==> src/rtl/sspt_pkg.sv <==
`timescale 1ns / 1ps
// ----------------------------------------------------------------------------
// Sorted sparse polynomial table package
// Shared widths, codes and types of the term table and its cell row.
// ----------------------------------------------------------------------------
package sspt_pkg;

  localparam int unsigned KindW      = 2;
  localparam int unsigned ExpW       = 16;
  localparam int unsigned CoefW      = 32;
  localparam int unsigned PosW       = 6;
  localparam int unsigned StatusW    = 2;
  localparam int unsigned TermCountW = 7;

  localparam int unsigned MaxTermsDefault = 32;
  localparam int unsigned ExpBitsDefault  = 16;

  localparam logic signed [CoefW-1:0] CoefMax = {1'b0, {(CoefW-1){1'b1}}};
  localparam logic signed [CoefW-1:0] CoefMin = {1'b1, {(CoefW-1){1'b0}}};

  typedef enum logic [KindW-1:0] {
    KIND_ADD  = 2'd0,
    KIND_DEL  = 2'd1,
    KIND_READ = 2'd2
  } sspt_kind_e;

  typedef enum logic [StatusW-1:0] {
    STAT_OK    = 2'd0,
    STAT_FULL  = 2'd1,
    STAT_RANGE = 2'd2,
    STAT_SAT   = 2'd3
  } sspt_status_e;

  typedef enum logic [1:0] {
    S_IDLE,
    S_EXEC,
    S_READ
  } sspt_state_e;

  typedef enum logic [2:0] {
    CELL_HOLD,
    CELL_LOAD,
    CELL_FROM_LEFT,
    CELL_FROM_RIGHT,
    CELL_MERGE
  } sspt_cell_op_e;

  typedef struct packed {
    logic eq;
    logic gt;
    logic sat;
  } sspt_cell_flags_t;

endpackage

==> src/rtl/sspt_cell.sv <==
`timescale 1ns / 1ps
// ----------------------------------------------------------------------------
// Term cell
// Holds one term, compares it with the broadcast term and loads, merges or
// takes the term of a neighbor.
// ----------------------------------------------------------------------------
module sspt_cell #(
  parameter int unsigned EXP_BITS = sspt_pkg::ExpBitsDefault
) (
  input  logic                                clk_i,
  input  sspt_pkg::sspt_cell_op_e             op_i,
  input  logic [EXP_BITS-1:0]                 new_exp_i,
  input  logic signed [sspt_pkg::CoefW-1:0]   new_coef_i,
  input  logic [EXP_BITS-1:0]                 left_exp_i,
  input  logic signed [sspt_pkg::CoefW-1:0]   left_coef_i,
  input  logic [EXP_BITS-1:0]                 right_exp_i,
  input  logic signed [sspt_pkg::CoefW-1:0]   right_coef_i,
  output logic [EXP_BITS-1:0]                 exp_o,
  output logic signed [sspt_pkg::CoefW-1:0]   coef_o,
  output sspt_pkg::sspt_cell_flags_t          flags_o
);
  import sspt_pkg::*;

  logic [EXP_BITS-1:0]      exp_q, exp_d;
  logic signed [CoefW-1:0]  coef_q, coef_d;
  logic signed [CoefW:0]    sum;
  logic                     sat;
  logic signed [CoefW-1:0]  merged;

  assign sum    = {coef_q[CoefW-1], coef_q} + {new_coef_i[CoefW-1], new_coef_i};
  assign sat    = sum[CoefW] != sum[CoefW-1];
  assign merged = sat ? (sum[CoefW] ? CoefMin : CoefMax) : sum[CoefW-1:0];

  assign flags_o.eq  = exp_q == new_exp_i;
  assign flags_o.gt  = exp_q > new_exp_i;
  assign flags_o.sat = sat;

  always_comb begin
    exp_d  = exp_q;
    coef_d = coef_q;
    unique case (op_i)
      CELL_HOLD: begin
      end
      CELL_LOAD: begin
        exp_d  = new_exp_i;
        coef_d = new_coef_i;
      end
      CELL_FROM_LEFT: begin
        exp_d  = left_exp_i;
        coef_d = left_coef_i;
      end
      CELL_FROM_RIGHT: begin
        exp_d  = right_exp_i;
        coef_d = right_coef_i;
      end
      CELL_MERGE: begin
        coef_d = merged;
      end
      default: begin
      end
    endcase
  end

  always_ff @(posedge clk_i) begin
    exp_q  <= exp_d;
    coef_q <= coef_d;
  end

  assign exp_o  = exp_q;
  assign coef_o = coef_q;

endmodule

==> config.mk <==
export PLATFORM = sky130hd
export DESIGN_NAME = sspt_cell
export DESIGN_NICKNAME = d
export VERILOG_FILES = /design/src/rtl/sspt_pkg.sv /design/src/rtl/sspt_cell.sv
export SDC_FILE = /design/constraint.sdc
export NUM_CORES = 1
export LEC_CHECK = 0
export ABC_AREA = 1
export BUFFER_PORTS_ARGS = -buffer_cell sky130_fd_sc_hd__buf_2
export CAP_MARGIN = 40
export CORE_ASPECT_RATIO = 1.2
export CORE_UTILIZATION = 53
export DETAILED_ROUTE_END_ITERATION = 10
export GPL_TIMING_DRIVEN = 0
export PLACE_DENSITY = 0.89
export SYNTH_ARGS = -nofsm -noshare
export SYNTH_HDL_FRONTEND = slang
export SYNTH_SLANG_ARGS = --single-unit
==> constraint.sdc <==
create_clock -name clk_i -period 6.8 [get_ports clk_i]
set_input_delay 1.36 -clock clk_i [delete_from_list [all_inputs] [get_ports clk_i]]
set_output_delay 1.36 -clock clk_i [all_outputs]
set_load 0.02 [all_outputs]
After elaboration in Yosys (flattened, before gate mapping)
Index checks and enable logic that the tools add are counted.
- register bits after elaboration: 48
- bits of input ports: 148
- output and inout bits: 51
- word-level logic and storage cells: 16
- reduce and logical (&&, ||, !) cells: 2
- add/subtract/negate cells: 1
- $lt $le $gt $ge: 1
- equality and inequality tests: 6
- muxes and demuxes: 4
- operators by type and width (cell ; number):
    32-bit case mux with 4 select lines ; 1
    32-bit two-way mux ; 2
    16-bit case mux with 3 select lines ; 1
    32-bit by 32-bit adder with 33-bit output ; 1
    16-bit == test ; 1
    16-bit > comparator ; 1
    3-bit by 2-bit == test with 1-bit output, second input constant ; 2
    4-bit nonzero test ; 1
    3-bit by 1-bit == test with 1-bit output, second input constant ; 1
    3-bit == test, second input constant ; 1
    3-bit nonzero test ; 1
    1-bit inequality test ; 1

Logic depth before layout (Yosys ltp)
Gate-level depths: netlist of run 1.
- word-level depth: 4
- mapped depth: 17
- mapped depth without buffers: 16

Worst setup path before layout of run 1
OpenSTA, ideal clock, no wires.
- path type: input to output
- from: input port new_coef_i[0] (netlist name)
- to: output port flags_o[0] (netlist name)
- cell stages on the path: 16
- required time: 5.440 ns
- path slack: 2.316 ns
- data arrival time: 3.124 ns
- path through: ha_1 > fa_1 > nand2_1 > nand2_1 > nand3_1 > nand2_2 > nand2_2 > nand2_2 > nand2_2 > nand2_2 > nand2_1 > nand2_1 > nand2_2 > buf_6 > nand2_1 > buf_4
- word-level cells in the longest chain between the ends: 2
- ends and longest elaborated chain (item ; line ; RTL):
    start: declaration ; sspt_cell.sv:13 ; input logic signed [sspt_pkg::CoefW-1:0] new_coef_i,
    32-bit by 32-bit adder with 33-bit output ; sspt_cell.sv:30 ; assign sum = {coef_q[CoefW-1], coef_q} + {new_coef_i[CoefW-1], new_coef_i};
    1-bit inequality test ; sspt_cell.sv:31 ; assign sat = sum[CoefW] != sum[CoefW-1];
    end: declaration ; sspt_cell.sv:20 ; output sspt_pkg::sspt_cell_flags_t flags_o
No other way between the ends.

Worst setup path in the final report of run 1
Same ends and word-level chain as after synthesis.

==> impl_metrics.json, run 1 <==
{
  "crit_type": "input pin to output pin",
  "fillers": 933,
  "start_kind": "input pin",
  "grt_max_degree": 19,
  "setup_ws_ps": 1770,
  "htree_levels": 2,
  "die_x_um": 96.2,
  "rows": 40,
  "cts_sinks": 48,
  "cp.arrival_ps": 3670,
  "synth_seq_cells": 48,
  "drive_above_1_share": 0.270,
  "startpoint": "new_coef_i[0]",
  "worst_pin_slew_ps": 802,
  "area_growth_syn_to_layout_pct": 24.0,
  "finalSetupTns_ps": 0,
  "fin_total_pwr_uw": 1330,
  "ys_types": 37,
  "critPathCapture": "flags_o[0]",
  "clock_latency_ps": 300,
  "synth_warnings": 0,
  "setup_viol": 0,
  "max_freq_mhz": 199,
  "final_cells": 1148,
  "fin_crit_sh": 0.740,
  "clkPwrFrac": 0.221,
  "antenna_cells": 0,
  "cts-resized-gates": 0,
  "finalWorstPathRequiredPeriod_ps": 5030,
  "crit_fanout": 10,
  "r2r-end": "coef_o[23]",
  "switching_share": 0.403,
  "outcome": "finished clean",
  "dieArea_um2": 11100,
  "hold_buffers": 0,
  "ant_nets": 0,
  "r2r_cells": 17,
  "postSynthCellCount": 814,
  "viasPerCell": 5.46,
  "required_ps": 5440,
  "drc": 0,
  "gp_congestion": 0.978,
  "syn-mean-instance-area_um2": 6.93,
  "power_frac_seq": 0.287,
  "comb_power_share": 0.492,
  "syn_area_um2": 5640,
  "die_h_um": 115,
  "p_per_area_nw_per_um2": 190,
  "drt_iter0_drc": 400,
  "p_int_uw": 793,
  "fp.coreArea_um2": 10200,
  "cts_tree": "done",
  "grt_antenna_before_repair": 0,
  "synth_edf_count": 48,
  "r2r_start": "coef_o[0]",
  "cts_buffer_depth": 2,
  "ir_drop_v": 0.000111,
  "end_kind": "output pin",
  "regToRegSetupSlack_ps": 4040,
  "num_vias": 6265,
  "switchingPower_uw": 536,
  "cts_setup_buffers": 0,
  "p_leak_uw": 0.00358,
  "initial_utilization": 0.555,
  "wire_per_inst_um": 15.2,
  "hold_viol": 0,
  "rsz0062_at_grt": "no",
  "synth_fp_nets": 1011,
  "synthArstFlopShare": 0,
  "pre_cts_slack_ps": 1790,
  "slew_violations": 0,
  "relSlewSlack": 0.464,
  "grtUsageTotal": 0.322,
  "clk_pin_slew_ps": 70,
  "place_inst": 1140,
  "first_pass_iters": 5,
  "max_cap_violations": 0,
  "pin_count": 199,
  "ys_seq_area_frac": 0.256,
  "numCtsBuffers": 5,
  "root_buffer": "clkbuf_16",
  "finalNetCount": 1218,
  "fin_skew_ps": 5.96,
  "place.port_buffers": 198,
  "hold_path_class": "flop to flop",
  "yosys_most_used_dff": "edfxtp_1",
  "multi_input_area_um2": 3600,
  "overflow": 0,
  "grt_first_pass_wirelength_um": 27500,
  "hpwlAfterDp_um": 14400,
  "regArea_um2": 1440,
  "grt_pass1_vias": 6010,
  "wl_um": 17400
}
-- metal layers --
metal,vias up,global-route usage,share of wire
li1,3150,-,-
met1,2852,0.372,0.40
met2,237,0.596,0.51
met3,26,0.0450,0.068
met4,0,0.108,0.023
met5,-,0,0
-- cells by family after synthesis --
| logic type | after synthesis | share of synthesized area |
|---|---|---|
| and+or+nand+nor | 425 | 0.314 |
| adders and majority gates | 49 | 0.110 |
| xor gates and xnor gates | 17 | 0.0264 |
| buffers and inverters | 128 | 0.106 |
| DFF | 48 | 0.256 |
| AOI/OAI and AO/OA | 147 | 0.187 |
-- worst min-delay path by stage --
stage | start | end | slack, ps | depth (start not counted)
detailed placement | coef_o[0] | coef_o[0] | 760 | 5
global route | coef_o[0] | coef_o[0] | 820 | 5
floorplan | coef_o[0] | coef_o[0] | 870 | 5
global placement | coef_o[0] | coef_o[0] | 740 | 5
finish | coef_o[0] | coef_o[0] | 780 | 5
CTS | coef_o[0] | coef_o[0] | 780 | 5
-- state kept, by name, summed over array words and instances, names as in the netlist --
register and flops:
coef_o 32, exp_o 16
-- critical path: stages --
cell	delay, ps
buf_2	110
ha_1	240
fa_1	450
nand2_1	90
nand2_1	70
nand3_1	100
nand2_2	100
nand2_2	80
nand2_2	90
nand2_2	110
nand2_2	70
nand2_1	60
nand2_1	80
nand2_2	160
buf_6	170
nand2_1	70
buf_4	120
buf_2	150
-- per-stage QoR --
step | instance area (µm²) | util | hold slack [ps]
floorplan | 5640 | - | 867
global route | 7000 | 0.689 | 820
detailed placement | 6830 | 0.672 | 761
CTS | 7000 | 0.689 | 779
finish | 7000 | 0.689 | 780
global placement | 6790 | 0.668 | 737
-- power by group through the flow --
stage / registers [µW] / logic (µW) / clock network (µW)
after global routing: 385 / 726 / 307
after floorplan: 424 / 421 / 0
after detailed placement: 388 / 645 / 0
final: 382 / 654 / 293
after global placement: 388 / 631 / 0
after CTS: 382 / 650 / 295
-- cell type report --
class	count	area share
timing repair buffer	200	0.147
tap	126	0.0225
multi-input combinational	638	0.515
clock buffer	6	0.0184
inverter	101	0.0542
clock inverter	2	0.00501
sequential	48	0.206
buffer	27	0.0317
-- placed cells by master (no fill, tap or decap), types with 13 or more instances in the layout --
| cell type | n |
|---|---|
| a21oi_2 | 31 |
| xnor2_1 | 14 |
| a22oi_1 | 16 |
| nand2_2 | 13 |
| inv_1 | 101 |
| buf_2 | 202 |
| o21ai_0 | 24 |
| nor2_1 | 87 |
| a21oi_1 | 32 |
| edfxtp_1 | 48 |
| a221oi_1 | 29 |
| ha_1 | 48 |
| nand3_1 | 47 |
| nand2_1 | 248 |
-- synth_stat cells (all sizes together) (8+ instances only) --
library cell | number | area [µm²]
o21ai | 24 | 120
buf | 14 | 133
ha | 48 | 601
xnor2 | 14 | 123
a21oi | 65 | 460
clkbuf | 13 | 88.8
nor3 | 8 | 45.0
nand3 | 48 | 245
nor2 | 89 | 339
a22oi | 16 | 120
nand2 | 261 | 1010
a221oi | 29 | 254
inv | 101 | 379
edfxtp | 48 | 1440
nand3b | 10 | 75.1
No activity file was read; power rests on OpenSTA's default activity.
==> run 2: changes to the inputs <==
- ABC_AREA: 1 -> 0
- CORE_UTILIZATION: 53 -> 51
- PLACE_DENSITY: 0.89 -> 0.87
- clock period: 6.8 -> 4.9 ns (I/O delays scaled with it)
==> run 2 against run 1 <==
  * First-iteration DRC count shrank 27%
  * Worst setup slack lost 1600 ps
  * Count of clock-buffer cells in the layout grew 1
  * Clock power grew 18%
  * Highest routed layer unchanged
==> impl_metrics.json, run 2 <==
{
  "clk_pin_slew_ps": 70,
  "ys_types": 65,
  "pre_cts_slack_ps": -137,
  "synth_seq_cells": 48,
  "antenna_cells": 0,
  "viasPerCell": 5.90,
  "setup_ws_ps": 172,
  "cp.arrival_ps": 3750,
  "area_growth_syn_to_layout_pct": 24.9,
  "grtUsageTotal": 0.301,
  "grt_busiest_layer": "met2",
  "die_x_um": 95.9,
  "final_cells": 958,
  "synth_fp_nets": 820,
  "critPathTopFamily": "compound AO/OA/AOI/OAI gates",
  "crit_fanout": 9,
  "regToRegSetupSlack_ps": 1460,
  "root_buffer": "clkbuf_16",
  "critical-path-slowest-cell": "fa_1",
  "first_pass_iters": 5,
  "gp_congestion": 0.939,
  "end_kind": "output pin",
  "yosys.cell_count.top_type": "a21oi_1",
  "fp.coreArea_um2": 10200,
  "rows": 40,
  "finalNetCount": 1028,
  "fin_area_um2": 6750,
  "max_stage_delay_ps": 440,
  "critPathBufInv": 4,
  "slew_violations": 0,
  "ir_drop_v": 0.000139,
  "outcome": "finished clean",
  "utilization": 0.664,
  "synth_area_leaders": "edfxtp_1 (27%), ha_1 (11%), a21oi_1 (6.7%)",
  "initial_utilization": 0.532,
  "overflow": 0,
  "largest_reg_flops": 32,
  "synth_commonest_cells": "a21oi_1 (72), nor2_1 (56), o21ai_0 (54), edfxtp_1 (48), ha_1 (48)",
  "hpwlAfterDp_um": 13600,
  "pin_count": 199,
  "final_common_cell": "buf_2",
  "p_per_area_nw_per_um2": 269,
  "wire_per_inst_um": 17.3,
  "postSynthCellCount": 623,
  "syn_area_um2": 5400,
  "start_kind": "input pin",
  "ys_seq_area_frac": 0.267,
  "hold_viol": 0,
  "num_vias": 5650,
  "drt_iter0_drc": 294,
  "hold_buffers": 0,
  "fillers": 885,
  "final_cell_mix": "buf_2 (202), a21oi_1 (72), nor2_1 (56), o21ai_0 (54)",
  "grtUsageMet2": 0.574,
  "yosysTopAreaCell": "edfxtp_1",
  "grt_antenna_before_repair": 0,
  "die_h_um": 115,
  "p_leak_uw": 0.00313,
  "max_cap_violations": 0,
  "required_ps": 3920,
  "synth_edf_count": 48,
  "drive_above_1_share": 0.325,
  "relSlewSlack": 0.538,
  "max_freq_mhz": 212,
  "placed_area_um2": 6590,
  "cts_tree": "done",
  "holdWs_ps": 821,
  "cts_buffer_depth": 2,
  "yosys_most_used_dff": "edfxtp_1",
  "rsz0062_at_grt": "no",
  "clock_latency_ps": 300,
  "htree_levels": 2,
  "hold_path_class": "flop to flop",
  "fin_crit_sh": 0.965,
  "yosys.area.top_type_share": 0.267,
  "ant_nets": 0,
  "setup_viol": 0,
  "synthArstFlopShare": 0,
  "grt_pass1_vias": 5595,
  "cts_sinks": 48,
  "drc": 0,
  "worst_pin_slew_ps": 692,
  "dieArea_um2": 11000,
  "finalWorstPathRequiredPeriod_ps": 4730,
  "path_cells": "buf_2 > ha_1 > fa_1 > a211oi_1 > o21ai_1 > o211ai_2 > a21oi_1 > nor3_4 > nor3_4 > nor2_4 > inv_1 > buf_4 > buf_2",
  "wl_um": 16500,
  "numCtsBuffers": 5,
  "grt_first_pass_wirelength_um": 25600,
  "synth_warnings": 0,
  "fin_skew_ps": 9.09,
  "use_met1": 0.329,
  "place.port_buffers": 197,
  "crit_type": "input pin to output pin",
  "grt_max_degree": 14,
  "grt_use_met3": 0.0483,
  "place_inst": 949,
  "syn-mean-instance-area_um2": 8.67
}
run 2: cells by family (layout without fill, tap and decap cells):
group	count (synthesis)	after routing	share of synthesized area
adder cells (fa/ha/maj)	49	49	0.115
buffers and inverters	64	273	0.0581
AO/OA/AOI/OAI	235	235	0.287
XOR/XNOR	28	28	0.0454
flip-flops	48	48	0.267
multiplexers	48	48	0.0940
AND/OR/NAND/NOR	151	151	0.133
run 2: worst reg2reg max path, cell delays in order, from the launching register on:
cell and delay (ps):
edfxtp_1 390, ha_1 260, fa_1 440, a211oi_1 260, o21ai_1 210, o211ai_2 290, a21oi_1 200, nor3_4 270
buf_4 180, o211ai_2 90, buf_4 200, a21oi_1 290, a311oi_1 100
run 2: report_power, final:
group	switching [µW]	leakage, µW	internal (µW)
combinational	552	0.00260	376
clock	157	0.0000655	189
sequential	26.8	0.000464	515
total	735	0.00313	1080
run 2: metrics by stage:
step | TNS, ps | total power [µW]
2_1_floorplan | 0 | 1190
3_3_place_gp | -67.2 | 1440
3_5_place_dp | -137 | 1460
4_1_cts | 0 | 1810
5_1_grt | 0 | 1930
6_report | 0 | 1810
run 2: routing by layer:
metal	part of all wire	vias up
met5	0	-
met4	0.028	0
met3	0.066	36
met2	0.52	246
met1	0.39	2600
li1	-	2768
run 2: cell type report:
| type | instances | area (µm²) | share of cell area |
|---|---|---|---|
| Buffer | 35 | 205 | 0.0304 |
| Clock buffer | 7 | 133 | 0.0197 |
| Clock inverter | 1 | 3.75 | 0.000556 |
| Inverter | 29 | 109 | 0.0161 |
| Multi-Input combinational cell | 511 | 3660 | 0.543 |
| Sequential cell | 48 | 1440 | 0.214 |
| Tap cell | 126 | 158 | 0.0234 |
| Timing Repair Buffer | 201 | 1030 | 0.153 |
run 2: what timing repair did:
action	4_1_cts	5_1_grt
pin swaps	0	1
gates cloned	0	0
setup buffers	0	1
resized for setup	2	0
setup endpoints to repair	1	1
run 2: worst paths after layout:
check                           cells after the start           from          to
worst max-delay path                               13  new_coef_i[0]  flags_o[0]
worst min-delay path                                3      coef_o[0]   coef_o[0]
worst max register to register                     12      coef_o[0]  coef_o[29]
worst min register to register                      3      coef_o[0]   coef_o[0]
